File: src/rtl/icmp_erm_pkg.sv
// Shared types and constants for the ICMP echo reply matcher.
package icmp_erm_pkg;

  // Byte position counter width; the counter saturates at its maximum.
  localparam int unsigned POS_W = 7;
  localparam logic [POS_W-1:0] POS_MAX = '1;

  // IPv4 header offsets relative to the start of the IPv4 header.
  localparam int unsigned IP_PROTO_OFFSET    = 9;
  localparam int unsigned IP_SRC_OFFSET      = 12;
  localparam int unsigned IP_SRC_LAST_OFFSET = 15;

  localparam logic [7:0] PROTO_ICMP      = 8'd1;
  localparam logic [7:0] TYPE_ECHO_REPLY = 8'd0;

  // Verdict codes.
  localparam logic [2:0] VERDICT_NOT_ICMP     = 3'd0;
  localparam logic [2:0] VERDICT_OTHER_SOURCE = 3'd1;
  localparam logic [2:0] VERDICT_OTHER_TYPE   = 3'd2;
  localparam logic [2:0] VERDICT_ECHO_REPLY   = 3'd3;
  localparam logic [2:0] VERDICT_TRUNCATED    = 3'd4;

  typedef struct packed {
    logic [2:0] verdict;
    logic       reply_seen;
    logic [7:0] icmp_type;
  } result_t;

endpackage

File: src/rtl/icmp_erm_out_buf.sv
// Two-entry result buffer: an output register backed by a skid register.
module icmp_erm_out_buf (
  input  logic                  clk,
  input  logic                  rst,
  input  logic                  push,
  input  icmp_erm_pkg::result_t push_data,
  output logic                  full,
  output logic                  out_valid,
  input  logic                  out_stall,
  output icmp_erm_pkg::result_t out_data
);
  import icmp_erm_pkg::*;

  logic    main_valid;
  logic    skid_valid;
  result_t main_data;
  result_t skid_data;
  logic    main_load;

  // The main register can take new data when it is empty or being drained.
  assign main_load = !main_valid || !out_stall;

  always_ff @(posedge clk) begin
    if (rst) begin
      main_valid <= 1'b0;
      skid_valid <= 1'b0;
    end else if (main_load) begin
      main_valid <= skid_valid || push;
      skid_valid <= 1'b0;
    end else if (push) begin
      skid_valid <= 1'b1;
    end
  end

  always_ff @(posedge clk) begin
    if (main_load) begin
      main_data <= skid_valid ? skid_data : push_data;
    end
    if (!main_load && push) begin
      skid_data <= push_data;
    end
  end

  assign full      = skid_valid;
  assign out_valid = main_valid;
  assign out_data  = main_data;

endmodule

File: src/rtl/icmp_echo_reply_matcher.sv
// Top level of the ICMP echo reply matcher.
// The result of a frame is pushed into the output buffer when its last byte is accepted.
// Throughput: one item per cycle while in_stall is low; the per-byte parse and the verdict are combinational.
// A two-entry output buffer lets the input keep running while one result waits to be taken.
// Reset (rst, synchronous, active high) clears the frame state, sets target_address to zero
// and empties the output buffer.
module icmp_echo_reply_matcher #(
  parameter int unsigned LINK_HEADER_BYTES = 14
) (
  input  logic        clk,
  input  logic        rst,
  // Configuration: target host address, first wire byte most significant.
  input  logic        cfg_write,
  input  logic [31:0] cfg_data,
  // Input channel: one frame byte per item.
  input  logic        in_valid,
  output logic        in_stall,
  input  logic [7:0]  frame_byte,
  input  logic        last_byte,
  // Output channel: one verdict per frame.
  output logic        out_valid,
  input  logic        out_stall,
  output logic [2:0]  verdict,
  output logic        reply_seen,
  output logic [7:0]  icmp_type
);
  import icmp_erm_pkg::*;

  // Absolute byte positions of the fields used, all below the saturation point.
  localparam logic [POS_W-1:0] POS_HDR      = POS_W'(LINK_HEADER_BYTES);
  localparam logic [POS_W-1:0] POS_PROTO    = POS_W'(LINK_HEADER_BYTES + IP_PROTO_OFFSET);
  localparam logic [POS_W-1:0] POS_SRC      = POS_W'(LINK_HEADER_BYTES + IP_SRC_OFFSET);
  localparam logic [POS_W-1:0] POS_SRC_LAST = POS_W'(LINK_HEADER_BYTES + IP_SRC_LAST_OFFSET);

  // Configuration register.
  logic [31:0] target_address;

  // Per-frame state. byte_position is the index of the next byte to arrive.
  logic [POS_W-1:0] byte_position;
  logic [3:0]       header_words;
  logic [7:0]       protocol_byte;
  logic             source_equal;
  logic [7:0]       type_byte;
  logic             type_captured;

  // Values after the current byte has been applied. A field that lands on the
  // current byte is visible to the verdict of that same byte.
  logic [3:0]       header_words_next;
  logic [7:0]       protocol_byte_next;
  logic             source_equal_next;
  logic [7:0]       type_byte_next;
  logic             type_captured_next;
  logic [POS_W-1:0] byte_position_next;

  logic [POS_W-1:0] type_pos;
  logic [POS_W-1:0] src_off;
  logic [7:0]       want_byte;
  logic             accept;
  result_t          result;

  assign accept = in_valid && !in_stall;

  always_comb begin
    // The header length nibble sits in the first IPv4 byte.
    header_words_next = (byte_position == POS_HDR) ? frame_byte[3:0] : header_words;

    protocol_byte_next = (byte_position == POS_PROTO) ? frame_byte : protocol_byte;

    // Source address bytes are compared one at a time against the target
    // value current when each byte arrives.
    src_off = byte_position - POS_SRC;
    unique case (src_off[1:0])
      2'd0:    want_byte = target_address[31:24];
      2'd1:    want_byte = target_address[23:16];
      2'd2:    want_byte = target_address[15:8];
      default: want_byte = target_address[7:0];
    endcase
    source_equal_next = source_equal;
    if (byte_position >= POS_SRC && byte_position <= POS_SRC_LAST &&
        want_byte != frame_byte) begin
      source_equal_next = 1'b0;
    end

    // The ICMP type follows the IPv4 header; a short header length puts it
    // inside the header, and a length of zero makes it the first IPv4 byte.
    type_pos = POS_HDR + POS_W'({header_words_next, 2'b00});
    type_byte_next     = type_byte;
    type_captured_next = type_captured;
    if (!type_captured && byte_position >= POS_HDR && byte_position == type_pos) begin
      type_byte_next     = frame_byte;
      type_captured_next = 1'b1;
    end

    byte_position_next = (byte_position == POS_MAX) ? byte_position
                                                    : byte_position + 1'b1;
  end

  // Verdict for a frame ending on this byte; checks run in priority order.
  always_comb begin
    priority if (byte_position < POS_PROTO) begin
      result.verdict = VERDICT_TRUNCATED;
    end else if (protocol_byte_next != PROTO_ICMP) begin
      result.verdict = VERDICT_NOT_ICMP;
    end else if (byte_position < POS_SRC_LAST) begin
      result.verdict = VERDICT_TRUNCATED;
    end else if (!source_equal_next) begin
      result.verdict = VERDICT_OTHER_SOURCE;
    end else if (!type_captured_next) begin
      result.verdict = VERDICT_TRUNCATED;
    end else if (type_byte_next != TYPE_ECHO_REPLY) begin
      result.verdict = VERDICT_OTHER_TYPE;
    end else begin
      result.verdict = VERDICT_ECHO_REPLY;
    end
    result.reply_seen = (result.verdict == VERDICT_ECHO_REPLY);
    result.icmp_type  = type_captured_next ? type_byte_next : 8'd0;
  end

  always_ff @(posedge clk) begin
    if (rst) begin
      target_address <= '0;
    end else if (cfg_write) begin
      target_address <= cfg_data;
    end
  end

  // Frame state: updated on every accepted byte and cleared after the last one.
  always_ff @(posedge clk) begin
    if (rst) begin
      byte_position <= '0;
      header_words  <= '0;
      protocol_byte <= '0;
      source_equal  <= 1'b1;
      type_byte     <= '0;
      type_captured <= 1'b0;
    end else if (accept) begin
      if (last_byte) begin
        byte_position <= '0;
        header_words  <= '0;
        protocol_byte <= '0;
        source_equal  <= 1'b1;
        type_byte     <= '0;
        type_captured <= 1'b0;
      end else begin
        byte_position <= byte_position_next;
        header_words  <= header_words_next;
        protocol_byte <= protocol_byte_next;
        source_equal  <= source_equal_next;
        type_byte     <= type_byte_next;
        type_captured <= type_captured_next;
      end
    end
  end

  // The input stalls only when both the output register and the skid entry
  // hold results that have not been taken.
  result_t out_data;

  icmp_erm_out_buf u_out_buf (
    .clk       (clk),
    .rst       (rst),
    .push      (accept && last_byte),
    .push_data (result),
    .full      (in_stall),
    .out_valid (out_valid),
    .out_stall (out_stall),
    .out_data  (out_data)
  );

  assign verdict    = out_data.verdict;
  assign reply_seen = out_data.reply_seen;
  assign icmp_type  = out_data.icmp_type;

endmodule

File: config.mk
export PLATFORM = sky130hd
export DESIGN_NAME = icmp_echo_reply_matcher
export DESIGN_NICKNAME = d
export VERILOG_FILES = /design/src/rtl/icmp_erm_pkg.sv /design/src/rtl/icmp_erm_out_buf.sv /design/src/rtl/icmp_echo_reply_matcher.sv
export SDC_FILE = /design/constraint.sdc
export NUM_CORES = 1
export LEC_CHECK = 0
export BUFFER_PORTS_ARGS = -buffer_cell sky130_fd_sc_hd__buf_4
export CORE_ASPECT_RATIO = 1.5
export CORE_MARGIN = 3
export CORE_UTILIZATION = 27
export DETAILED_ROUTE_END_ITERATION = 8
export SETUP_SLACK_MARGIN = 0.5
export SYNTH_ARGS = -nofsm -noshare
export SYNTH_HDL_FRONTEND = slang
export SYNTH_SLANG_ARGS = --single-unit
File: constraint.sdc
create_clock -name clk -period 6.4 [get_ports clk]
set_input_delay 0.32 -clock clk [delete_from_list [all_inputs] [get_ports clk]]
set_output_delay 0.32 -clock clk [all_outputs]
set_load 0.05 [all_outputs]
# ---- Yosys cells after proc, flatten, opt, wreduce, memory -nomap -nowiden
# Index checks and enable logic that the tools add are counted.
dict set report classes {
  n_addsub 3
  multipliers 0
  div 0
  n_lt_le_gt_ge 5
  eq_ne 10
  shift 0
  n_mux 21
  bitwise 0
  n_reduce_logical 18
}
# operator count
set ops {}
lappend ops {{$mux 8} 5}
lappend ops {{$pmux 8 s3} 1}
lappend ops {{$mux 3} 5}
lappend ops {{$lt 7x5->1 const B} 2}
lappend ops {{$mux 7} 2}
lappend ops {{$mux 12} 1}
lappend ops {{$mux 4} 2}
lappend ops {{$ne 8x1->1 const B} 1}
lappend ops {{$ne 8x8->1} 1}
lappend ops {{$reduce_bool 8->1} 1}
lappend ops {{$add 4x6->7 const A} 1}
lappend ops {{$add 7x1->7 const B} 1}
lappend ops {{$eq 7x4->1 const B} 1}
lappend ops {{$eq 7x5->1 const B} 1}
lappend ops {{$eq 7x7->1} 1}
lappend ops {{$eq 7x7->1 const B} 1}
lappend ops {{$ge 7x4->1 const B} 1}
lappend ops {{$ge 7x5->1 const B} 1}
lappend ops {{$le 7x5->1 const B} 1}
lappend ops {{$logic_and 1x1->1} 7}
lappend ops {{$logic_not 1->1} 5}
lappend ops {{$mux 1} 5}
lappend ops {{$eq 3x2->1 const B} 1}
lappend ops {{$eq 2x1->1 const B} 1}
lappend ops {{7 further kinds} 8}
dict set report totals {
  ff_bits 87
  latchBits 0
  ramBits 0
  mem_bits_ro 0
  output_inout_bits 14
  elab_cells 72
  mem_count 0
}

# ---- Longest topological paths before layout
dict set report depth {
  word_depth 15
  ltp_mapped 13
}

# ---- Cells and area by module
# A second synthesis with hierarchy kept.
dict set report hier_totals {
  cells_unflattened 403
  hier_area_um2 4126.5
}
# module instances cells_per_inst area_per_inst_um2 seq_area_each_um2
set by_module_without_submodules {}
lappend by_module_without_submodules {icmp_echo_reply_matcher 1 359 3195.6 1221.2}
lappend by_module_without_submodules {icmp_erm_out_buf 1 44 930.9 760.7}

# ---- Worst setup path before layout
# Ideal clock, no wire load.
dict set report synth_timing {
  path_type {register -> register}
  from {register byte_position[1]}
  to {register u_out_buf.main_data (netlist bit u_out_buf.out_data[8]) (data pin)}
  setup_time_ns 0.169
  arrival_time_ns 3.015
  t_required_ns 6.231
  slack_ns 3.216
  path_stages_with_launch 12
  path_buffers 0
  path_cell_list {dfxtp_1 > nand4b_2 > nor3_4 > mux2i_1 > ha_1 > nand3b_1 > a2111oi_0 > o221ai_1 > a311oi_4 > a21oi_1 > nand4b_1 > o31ai_1}
}
dict set report synth_via {
  elab_chain_cells 15
  elab_cells_between_ends 34
}
# element line_no
set synth_lines {}
lappend synth_lines {{start, declared} icmp_echo_reply_matcher.sv:39} ;# logic [POS_W-1:0] byte_position;
lappend synth_lines {{start signal, assigned} icmp_echo_reply_matcher.sv:145} ;# byte_position <= byte_position_next;
lappend synth_lines {{$eq 7x4->1} icmp_echo_reply_matcher.sv:65} ;# header_words_next = (byte_position == POS_HDR) ? frame_byte[3:0] : header_words;
lappend synth_lines {{$mux 4} icmp_echo_reply_matcher.sv:65}
lappend synth_lines {{$add 4x6->7} icmp_echo_reply_matcher.sv:86} ;# type_pos = POS_HDR + POS_W'({header_words_next, 2'b00});
lappend synth_lines {{$eq 7x7->1} icmp_echo_reply_matcher.sv:89} ;# if (!type_captured && byte_position >= POS_HDR && byte_position == type_pos) begin
lappend synth_lines {{$logic_and 1x1->1} icmp_echo_reply_matcher.sv:89}
lappend synth_lines {{$mux 8} icmp_echo_reply_matcher.sv:89}
lappend synth_lines {{$reduce_bool 8->1} icmp_echo_reply_matcher.sv:110} ;# end else if (type_byte_next != TYPE_ECHO_REPLY) begin
lappend synth_lines {{$mux 1} icmp_echo_reply_matcher.sv:110}
lappend synth_lines {{$mux 3} icmp_echo_reply_matcher.sv:108} ;# end else if (!type_captured_next) begin
lappend synth_lines {{$mux 3} icmp_echo_reply_matcher.sv:106} ;# end else if (!source_equal_next) begin
lappend synth_lines {{$mux 3} icmp_echo_reply_matcher.sv:104} ;# end else if (byte_position < POS_SRC_LAST) begin
lappend synth_lines {{$mux 3} icmp_echo_reply_matcher.sv:102} ;# end else if (protocol_byte_next != PROTO_ICMP) begin
lappend synth_lines {{$mux 3 (*)} icmp_echo_reply_matcher.sv:100} ;# priority if (byte_position < POS_PROTO) begin
lappend synth_lines {{$eq 3x2->1 (*)} icmp_echo_reply_matcher.sv:115} ;# result.reply_seen = (result.verdict == VERDICT_ECHO_REPLY);
lappend synth_lines {{$mux 12 (*)} icmp_erm_out_buf.sv:37} ;# main_data <= skid_valid ? skid_data : push_data;
lappend synth_lines {{end signal, assigned} icmp_erm_out_buf.sv:37}
lappend synth_lines {{end, declared} icmp_erm_out_buf.sv:16} ;# result_t main_data;
# Mark *: on every way between the ends. The rest lies on a longest branch, timed or not.
# A chain may end at the register's enable or synchronous reset.

# ---- Final worst setup path
dict set report layout_timing {
  from {register byte_position[4]}
  to {register u_out_buf.main_data (netlist bit u_out_buf.out_data[8]) (data pin)}
}
# Same word-level chain as after synthesis.

==> flow_summary.toml <==
[logic_synthesis]
synthSimpleGateAreaFrac_pct = 15.4
ys_types = 55
synth_area_sq_mm = 0.00410
synth.area.top_cells = "dfxtp_1, edfxtp_1, mux2i_1"
ys_ff_latch = 87
ys_seq_area_share_pct = 48.3
synth_compound_area_share_pct = 15.4
synth.top_cell.area_share_pct = 30.8
synth_xor_xnor_area_share_pct = 2.56
yosys_most_used_dff = "dfxtp_1"
synth.mux.area_fraction_pct = 12.8
synthAdderAreaFrac_pct = 1.53
synth_edf_count = 24
syn_nets = 452
syn_inst = 401
synth_top_family_by_area = "compound AO/OA/AOI/OAI gates"
synth_largest_area_cell = "dfxtp_1"
synthArstFlopShare_pct = 0
yosys_warnings = 0
postSynthAreaPerCell_sq_um = 10.2

[floorplan]
die_y_um = 157
dieArea_sq_mm = 0.0167
row_count = 54
start_util_pct = 27.8
ioPinCount = 60
coreArea_sq_mm = 0.0147
die_w_um = 107

[min_path]
min_path_type = "in2reg"
whs_path_depth = 3

[placement]
place_inst = 630
hpwl_mm = 7.31
io_buffers = 59
dp_slack_ps = 2740
place_congestion = 0.871

[power_and_ir_drop]
total_power_mw = 1.27
intPower_mw = 0.975
peakVddDrop_v = 0.000128
clock_power_share_pct = 44.8
leakage_nw = 1.96
power_switching_mw = 0.292
pwr-share-seq_pct = 46.5
power.density_mw_per_mm2 = 253
p_comb_share_pct = 8.7
p_sw_share_pct = 23.0

[finish]
layout-drive-gt1-share_pct = 20.0
finalNonFillerCells = 646
diodes = 0
final_net_count = 496
areaGrowthSynthToFinish_pct = 22.1

[global_route]
grt_remaining_overflow = 0
grt_pass1_vias = 3121
grt_first_pass_wirelength_mm = 16.1
grt_max_degree = 55
use_met3_pct = 2.59
busiest_layer = "met2"
use_met1_pct = 14.2
use_met2_pct = 21.6
grtUsageTotal_pct = 12.2
antenna_found_initial = 0

[clock_tree]
root_buffer = "clkbuf_16"
h-tree-depth = 3
ctsResizeCount = 0
cts.path.max_buffers = 2
postCtsSetupBuffers = 0
cts.sinks = 87
cts_buffers = 9
cts_tree = "done"
ctsHoldBuffers = 0
clk_pin_slew_ps = 70
clkLatencyLatePin_ps = 340

[sta]
worstMarginPinSlew_ps = 980
rsz0062_at_grt = "no"
finalCriticalPeriod_ps = 3790
hold_violations = 0
fmax_mhz = 264
slew_violations = 0
fin_crit_sh_pct = 59.3
whs_ps = 216
tns_ps = 0
setup_viol = 0
worst_slack_ps = 2610
max-slew-margin-rel_pct = 34.4
clock_skew_ps = 8.46

[detailed_routing]
antenna_left = 0
via_per_inst = 4.89
drc = 0
drtIter0Drc = 235
routedWlPerCell_um = 15.3
wl_mm = 9.90
dr_total_vias = 3162
first_pass_iters = 7

[setup_path]
cp-end-kind = "register"
start_kind = "register"
crit_fanout = 12
r2r_cells = 11
path_class = "reg2reg"
cp.arrival_ps = 3950
required_ps = 6560

[flow_run]
cap_viol_max_count = 0

[outcome]
status = "finished clean"
[synthesized netlist by cell type (2+ instances only)]
master,n
o21ai_0,10
clkbuf_1,19
and4b_1,3
a31oi_1,2
nand2_1,12
nor3b_1,2
o221ai_1,2
nand4_1,4
nor2_1,62
nand4b_1,4
a222oi_1,8
dfxtp_1,63
a21oi_1,17
and2_1,3
nand2b_1,3
nor3_4,2
nor3_1,4
o31ai_1,3
and2_0,2
nor2b_1,2
a22o_1,16
and3_1,4
a41oi_1,3
buf_1,4
buf_2,2
xnor2_1,10
nand3_1,4
nand3b_1,2
ha_1,5
xor2_1,2
mux2i_1,42
edfxtp_1,24
inv_1,15
a22oi_1,8
mux2_2,8
nor4_1,3
a32oi_1,3
or4_1,2
[final timing paths]
path,from,to,slack (ps)
setup reg to reg,byte_position[4],u_out_buf.out_data[8],2610
setup / recovery,byte_position[4],u_out_buf.out_data[8],2610
hold / removal,cfg_data[28],target_address[28],220
hold reg to reg,target_address[1],target_address[1],490
[critical path: stages, from the launching register on]
cell and delay [ps]:
dfxtp_1 420, nand4b_2 300, nor3_4 400, mux2i_1 170
ha_1 270, nand3b_1 170, a2111oi_0 490, o221ai_1 280
a311oi_4 400, a21oi_1 160, nand4b_1 280, o31ai_1 290
[logic make-up (layout without fill, tap and decap cells)]
kind of cell	Yosys count	count (layout)
fa+ha+maj	5	5
flops	87	87
compound gates	83	83
xor+xnor	12	12
simple gates	122	122
buf+inv	41	90
mux	51	51
[power by group through the flow]
stage	Clock, mW	Sequential (mW)	Combinational (mW)
after global placement	0	0.601	0.110
after global routing	0.604	0.591	0.122
final	0.567	0.589	0.110
after floorplan	0	0.611	0.0565
after CTS	0.586	0.589	0.112
after detailed placement	0	0.601	0.112
[cell type report]
cell class                 count  area, sq um
multi-input combinational    273         1960
sequential                    87         1980
fill                        1544         9720
clock inverter                 7          101
tap                          196          245
clock buffer                   9          225
timing repair buffer          59          443
inverter                      15         56.3
[flip-flops by register name, summed over array words and instances (netlist names)]
register	count
u_out_buf.out_data	12
type_captured	1
source_equal	1
byte_position	7
header_words	4
protocol_byte	8
u_out_buf.full	1
type_byte	8
target_address	32
u_out_buf.out_valid	1
u_out_buf.skid_data	12
[stage by stage]
stage          area (sq um)  utilization [%]
3_3_place_gp           4680             31.8
5_1_grt                5010             34.0
6_report               5010             34.0
4_1_cts                5010             34.0
2_1_floorplan          4100                -
3_5_place_dp           4680             31.8
[metal layers]
metal | routed length [um] | vias to the layer above
met2 | 5070 | 73
li1 | - | 1564
met1 | 4180 | 1510
met3 | 406 | 15
met4 | 242 | 0
met5 | 0 | -
[layout by cell type, fill, tap and decap left out, types with 8 or more instances in the layout]
| master | n |
|---|---|
| mux2_2 | 8 |
| a21oi_1 | 17 |
| a22oi_1 | 8 |
| a222oi_1 | 8 |
| o21ai_0 | 10 |
| nand2_1 | 12 |
| a22o_1 | 16 |
| nor2_1 | 62 |
| edfxtp_1 | 24 |
| buf_4 | 59 |
| inv_1 | 15 |
| clkbuf_16 | 9 |
| dfxtp_1 | 63 |
| mux2i_1 | 42 |
| xnor2_1 | 10 |
Note: power is estimated with default switching activity, not from simulation.
